## config.mk

```make
export PLATFORM = sky130hd
export DESIGN_NAME = mms_ctrl
export DESIGN_NICKNAME = d
export VERILOG_FILES = /design/src/design/mms_pkg.sv /design/src/design/mms_ctrl.sv
export SDC_FILE = /design/constraint.sdc
export NUM_CORES = 1
export LEC_CHECK = 0
export BUFFER_PORTS_ARGS = -buffer_cell sky130_fd_sc_hd__buf_4
export CAP_MARGIN = 20
export CELL_PAD_IN_SITES_DETAIL_PLACEMENT = 0
export CELL_PAD_IN_SITES_GLOBAL_PLACEMENT = 1
export CORE_AREA = 5 5 42 44
export CTS_CLUSTER_SIZE = 16
export DETAILED_ROUTE_END_ITERATION = 16
export DIE_AREA = 0 0 47 49
export PLACE_DENSITY = 0.62
export SLEW_MARGIN = 5
export SYNTH_ARGS = -nofsm -noshare
export SYNTH_HDL_FRONTEND = slang
export SYNTH_SLANG_ARGS = --single-unit
```

## constraint.sdc

```tcl
create_clock -name clk -period 1.7 [get_ports clk]
set_clock_uncertainty 0.1 [all_clocks]
set_input_delay 0.085 -clock clk [delete_from_list [all_inputs] [get_ports clk]]
set_output_delay 0.085 -clock clk [all_outputs]
set_load 0.02 [all_outputs]
```

## src/design/mms_pkg.sv

```systemverilog
// shared types and constants for the median and mode block
`default_nettype none
package mms_pkg;
    localparam int COUNT_BITS = 9;

    // controller to datapath commands
    typedef struct packed {
        logic store_beat;     // write the accepted sample into the store
        logic sort_start;     // begin a sort step
        logic scan_start;     // begin the linear scan
        logic clear_set;      // drop the set after a result
    } mms_cmd_t;

    // datapath to controller status
    typedef struct packed {
        logic sort_done;
        logic scan_done;
    } mms_stat_t;
endpackage
`default_nettype wire

```

## src/design/mms_ctrl.sv

```systemverilog
// controller sequencing load, sort, scan and result beat
`default_nettype none
module mms_ctrl (
    input  wire logic               clk,
    input  wire logic               rst_n,
    input  wire logic               in_valid,
    input  wire logic               in_last,
    output logic                    in_ready,
    output logic                    out_valid,
    input  wire logic               out_ready,
    output mms_pkg::mms_cmd_t       cmd,
    input  wire mms_pkg::mms_stat_t stat
);
    import mms_pkg::*;

    typedef enum logic [2:0] {
        S_LOAD, S_SORT, S_SCAN_GO, S_SCAN, S_OUT
    } state_t;

    state_t state_reg, state_next;
    logic   ov_reg, ov_next;

    assign in_ready  = (state_reg == S_LOAD);
    assign out_valid = ov_reg;

    always_comb
    begin
        state_next     = state_reg;
        ov_next        = ov_reg;
        cmd            = '0;
        cmd.store_beat = in_valid && in_ready;
        unique case (state_reg)
            S_LOAD:
            begin
                if (in_valid && in_last)
                begin
                    cmd.sort_start = 1'b1;
                    state_next     = S_SORT;
                end
            end
            S_SORT:
            begin
                if (stat.sort_done)
                begin
                    state_next = S_SCAN_GO;
                end
            end
            // datapath is idle again, start the scan
            S_SCAN_GO:
            begin
                cmd.scan_start = 1'b1;
                state_next     = S_SCAN;
            end
            S_SCAN:
            begin
                if (stat.scan_done)
                begin
                    ov_next    = 1'b1;
                    state_next = S_OUT;
                end
            end
            S_OUT:
            begin
                if (out_ready)
                begin
                    ov_next       = 1'b0;
                    cmd.clear_set = 1'b1;
                    state_next    = S_LOAD;
                end
            end
            default: state_next = S_LOAD;
        endcase
    end

    always_ff @(posedge clk or negedge rst_n)
    begin
        if (!rst_n)
        begin
            state_reg <= S_LOAD;
            ov_reg    <= 1'b0;
        end
        else
        begin
            state_reg <= state_next;
            ov_reg    <= ov_next;
        end
    end
endmodule
`default_nettype wire
```

Yosys cells after proc, flatten, opt, wreduce, memory -nomap -nowiden
Cells that the tools add are included.
{ "word_totals": {"inputBits": 7, "regBits": 4} }
{ "classes": {"n_reduce_logical": 6, "n_eq_ne": 8, "muxes": 13} }
{ "op_table": {"columns": ["cell", "n"], "rows": [
  ["$pmux 3 s5", 1],
  ["$mux 3", 4],
  ["$mux 1", 7],
  ["$eq 3x2->1 const B", 2],
  ["$ne 2x2->1 const B", 3],
  ["$reduce_and 4->1", 1],
  ["$eq 3x1->1 const B", 1],
  ["$eq 3x3->1 const B", 1],
  ["$logic_not 3->1", 1],
  ["$reduce_and 3->1", 1],
  ["$logic_and 1x1->1", 2],
  ["$ne 2x1->1 const B", 1],
  ["$pmux 1 s2", 1],
  ["$reduce_bool 2->1", 1]
]} }

Longest topological paths before layout
Gate-level depths: netlist (run 1).
{ "logic_depth": {"word_depth": 3, "mapped_depth": 3, "mapped_depth_nobuf": 2} }

Worst setup path before layout (run 1)
No wires, ideal clock.
{ "synth_timing": {"kind": "register -> output", "startpoint": "reg state_reg[1]", "endpoint": "out cmd[2] (netlist name)", "t_arrival_ns": 1.188, "path_stages_with_launch": 4, "path_buffers": 1, "t_required_ns": 1.515, "slack_ns": 0.327, "path_cell_list": "dfrtp_1 > buf_4 > nor3_2 > and3_1"} }
{ "synth_lines": {"columns": ["element", "line_no", "text"], "rows": [
  ["start: declaration", "mms_ctrl.sv:20", "state_t state_reg, state_next;"],
  ["start signal: assignment", "mms_ctrl.sv:84", "state_reg <= state_next;"],
  ["end: declaration", "mms_ctrl.sv:11", "output mms_pkg::mms_cmd_t cmd,"]
]} }

==> results.yml, run 1 <==
global_route:
  grt_pass1_vias: 248
  grt_pass1_wl_mm: 1.124
  track_usage: 0.06996
  grt_start_max_net_pins: 12
  antenna_found_initial: 0
  grt_overflow_total: 0
sta:
  worst_pin_slew_ns: 0.3433
  finalCriticalPeriod_ns: 1.445
  setup_ws_ns: 0.2549
  max_freq_mhz: 692.0
  rsz0062_at_grt: "no"
  drv_slew: 0
  finalSetupViolCount: 0
  whs_ns: 0.04353
  max_slew_margin: 0.7711
  fin_setup_tns_ns: 0
  finalHoldViolCount: 0
  fin_crit_sh: 0.8500
yosys:
  syn_area_per_cell_um2: 10.51
  yosysWarnings: 0
  synthTopCellsByArea: "dfrtp_1 38%, o41ai_2 6.2%, nor2b_1 4.8%"
  syn_inst: 25
  syn_area_um2: 262.8
  ys_seq_elements: 4
  yosysUniqueCellTypes: 21
  synth_top_area_frac: 0.3810
  synth_top_cell_by_area: "dfrtp_1"
  synth_seq_area_share: 0.3810
  syn_nets: 32
min_path:
  worstHoldPathCells: 3
  hp-class: "in -> reg"
route:
  drc: 0
  vias: 252
  drt_iter0_markers: 0
  vias_per_cell: 4.500
  antenna_left: 0
  wire_per_inst_um: 12.05
  wl_um: 675
  dr.pass1.iters: 1
placement:
  pre_cts_slack_ns: 0.4082
  gp_congestion: 0.6820
  dpl_cell_area_um2: 354.1
  dp.cells: 51
  port_buffers: 12
critical_path:
  cp.arrival_ns: 1.26
  cp.required_ns: 1.51
  cp_max_fo: 10
  worstRegToRegCells: 2
  cp-start-kind: "register"
  cp-end-kind: "output port"
  critPathKind: "reg -> out"
clock_network:
  cts.clk_slew.worst_paths_ns: 0.04
  cts_buffers: 3
  cts_tree: "done"
  cts_sinks: 4
  root_buffer: "clkbuf_4"
  clockBufferDepth: 2
  holdBufCountCts: 2
  cts_max_level: 1
  postCtsSetupBuffers: 0
  clk_latency_ns: 0.24
  ctsResizeCount: 0
power_and_ir_drop:
  p_leak_nw: 0.1893
  finalPower_uw: 663.5
  ir_drop_mv: 0.5329
  power_density_nw_per_um2: 1673
layout:
  final_cell_mix: "12 x buf_4, 4 x dfrtp_1, 3 x clkbuf_4"
  num-fill-cells: 165
  fin_nets: 49
  largest_register_ff_count: 3
  diodes: 0
  final_core_utilization: 0.2830
  areaGrowthSynthToFinish_pct: 50.95
  layoutNonFillerInstCount: 56
  final_common_cell: "buf_4"
  seq_area_um2: 100.1
  final_area_um2: 396.6
  multi_input_area_um2: 140.1
  drive_gt1_frac: 0.5000
floorplan:
  dieArea_um2: 2303
  floorplan.initialDensity: 0.1875
  ioPinCount: 13
  die_h_um: 49
  rows: 14
  core-area_um2: 1401
  die_w_um: 47
outcome:
  status: "complete, no violations"
flow_run:
  maxCapViolations: 0
==> cells by family (layout without fill, tap and decap cells) <==
kind of cell	after synthesis	after routing	share of synthesized area
and+or+nand+nor	12	12	0.3191
DFF	4	4	0.3810
AOI/OAI and AO/OA	6	6	0.2143
buffers and inverters	3	18	0.08571
==> routing by layer <==
metal | share of wire | global-route usage
met2 | 0.41 | 0.08145
met4 | 0 | 0
met3 | 0.13 | 0.07011
met5 | 0 | 0
met1 | 0.46 | 0.09778
==> path summary, 6_finish.rpt <==
check	from	end	slack (ns)
max	state_reg[1]$_DFFE_PN0P_	cmd[2]	0.25
min reg2reg	state_reg[2]$_DFFE_PN0P_	state_reg[1]$_DFFE_PN0P_	0.48
min in group asynchronous	rst_n	state_reg[1]$_DFFE_PN0P_	0.08
min	stat[1]	state_reg[1]$_DFFE_PN0P_	0.04
max reg2reg	state_reg[0]$_DFFE_PN0P_	state_reg[0]$_DFFE_PN0P_	0.39
max in group asynchronous	rst_n	out_valid$_DFFE_PN0P_	1.31
==> worst max-delay path: stages (launching register included) <==
cell and delay, ns:
dfrtp_1 0.48, nor3_2 0.23, and3_1 0.17, buf_4 0.13
==> final cells by class <==
type                       count  share of cell area
sequential                     4              0.2524
multi-input combinational     18              0.3533
clock buffer                   3             0.05678
inverter                       1            0.009464
timing repair buffer          14              0.2776
tap                           16             0.05047
==> where the power goes <==
part	switching [mW]	internal [mW]	total [mW]
combinational	0.147	0.164	0.311
clock	0.0406	0.0791	0.120
sequential	0.0946	0.138	0.233
total	0.282	0.382	0.663
==> synthesized netlist by cell type, drive strengths merged <==
cell type,instances
buf,2
and2,1
nand3b,1
nor2,1
and3,2
and3b,1
nor3,1
inv,1
nand4b,1
nor3b,1
nand3,1
a21bo,1
o311a,1
a21oi,1
a31oi,1
o41ai,1
a311oi,1
dfrtp,4
nor2b,2
No activity file was read; power rests on OpenSTA's default activity.
==> run 2, diff against run 1 <==
Settings changed: CELL_PAD_IN_SITES_DETAIL_PLACEMENT 0 to unset, CELL_PAD_IN_SITES_GLOBAL_PLACEMENT 1 to unset, PLACE_DENSITY 0.62 to 0.51.
==> results.yml, run 2 (same netlist as run 1, synthesis figures left out) <==
global_route:
  grt_pass1_vias: 266
  grtUsageMet2: 0.07240
  grt_start_max_net_pins: 12
  met3_usage: 0.07380
  track_usage: 0.07768
  grt_overflow_total: 0
  grt_pass1_wl_mm: 1.186
  grt.busiest_layer: "met1"
  met1_usage: 0.1020
  antenna_found_initial: 0
route:
  wire_per_inst_um: 11.09
  wl_um: 621
  vias: 255
  antenna_left: 0
  dr.pass1.iters: 4
  drc: 0
  drt_iter0_markers: 3
  vias_per_cell: 4.554
floorplan:
  die_h_um: 49
  dieArea_um2: 2303
  floorplan.initialDensity: 0.1875
  rows: 14
  die_w_um: 47
  ioPinCount: 13
  core-area_um2: 1401
power_and_ir_drop:
  power_density_nw_per_um2: 1651
  ir_drop_mv: 0.5515
  finalPower_uw: 655.0
  p_leak_nw: 0.1893
min_path:
  hp-class: "in -> reg"
clock_network:
  cts_buffers: 3
  cts_tree: "done"
  cts_sinks: 4
  cts.clk_slew.worst_paths_ns: 0.04
  cts_max_level: 1
  clk_latency_ns: 0.23
  postCtsSetupBuffers: 0
  root_buffer: "clkbuf_4"
  clockBufferDepth: 2
sta:
  max_slew_margin: 0.7741
  fin_crit_sh: 0.8503
  max_freq_mhz: 691.8
  finalCriticalPeriod_ns: 1.445
  drv_slew: 0
  whs_ns: 0.05412
  rsz0062_at_grt: "no"
  finalSetupViolCount: 0
  fin_setup_tns_ns: 0
  finalHoldViolCount: 0
  setup_ws_ns: 0.2546
  worst_pin_slew_ns: 0.3389
layout:
  fin_nets: 49
  final_area_um2: 396.6
  final_cell_mix: "12 x buf_4, 4 x dfrtp_1, 3 x clkbuf_4"
  diodes: 0
  drive_gt1_frac: 0.5000
  final_core_utilization: 0.2830
  final_common_cell: "buf_4"
  layoutNonFillerInstCount: 56
  areaGrowthSynthToFinish_pct: 50.95
  largest_register_ff_count: 3
critical_path:
  cp-start-kind: "register"
  cp.arrival_ns: 1.26
  critPathKind: "reg -> out"
  cp-end-kind: "output port"
  cp_max_fo: 10
  cp.required_ns: 1.51
placement:
  gp_congestion: 0.6844
  port_buffers: 12
  dpl_cell_area_um2: 354.1
  pre_cts_slack_ns: 0.4084
  dp.cells: 51
flow_run:
  maxCapViolations: 0
outcome:
  status: "complete, no violations"
-- run 2: cell counts in the layout (fill, tap and decap cells not counted) --
No cell type changed its count.
-- run 2: cell type report --
| class | count | area, µm² |
|---|---|---|
| Clock buffer | 3 | 22.52 |
| Inverter | 1 | 3.754 |
| Multi-Input combinational cell | 18 | 140.1 |
| Fill cell | 163 | 1005 |
| Sequential cell | 4 | 100.1 |
| Timing Repair Buffer | 14 | 110.1 |
| Tap cell | 16 | 20.02 |
-- run 2: repair_timing --
item                                   4_1_cts  5_1_grt
resized for setup                            0        0
endpoints found under the hold margin        6        0
hold buffers                                 2        0
-- run 2: metal layers --
metal,up-vias,share of wire,wire [µm]
li1,125,-,-
met1,113,0.49,307
met2,17,0.33,208
met3,0,0.17,105
met4,0,0,0
met5,-,0,0
-- run 2: final timing paths --
check                                    startpoint                  endpoint  slack, ns  depth (start not counted)
setup / recovery           state_reg[1]$_DFFE_PN0P_                    cmd[2]       0.25                          3
hold / removal                              stat[1]  state_reg[1]$_DFFE_PN0P_       0.05                          3
setup reg to reg           state_reg[0]$_DFFE_PN0P_  state_reg[0]$_DFFE_PN0P_       0.41                          2
hold reg to reg            state_reg[2]$_DFFE_PN0P_  state_reg[1]$_DFFE_PN0P_       0.49                          1
max in group asynchronous                     rst_n  state_reg[2]$_DFFE_PN0P_       1.31                          2
min in group asynchronous                     rst_n  state_reg[0]$_DFFE_PN0P_       0.09                          2
-- run 2: report_power, final --
group          leakage [nW]  switching, mW  internal [mW]
clock network        0.0138         0.0399         0.0791
registers            0.0492         0.0918          0.138
logic                 0.126          0.142          0.164
total                 0.189          0.274          0.381
-- run 2: worst max-delay path, cell delays in order (launching register included) --
cell,delay [ns]
dfrtp_1,0.48
nor3_2,0.24
and3_1,0.18
buf_4,0.13
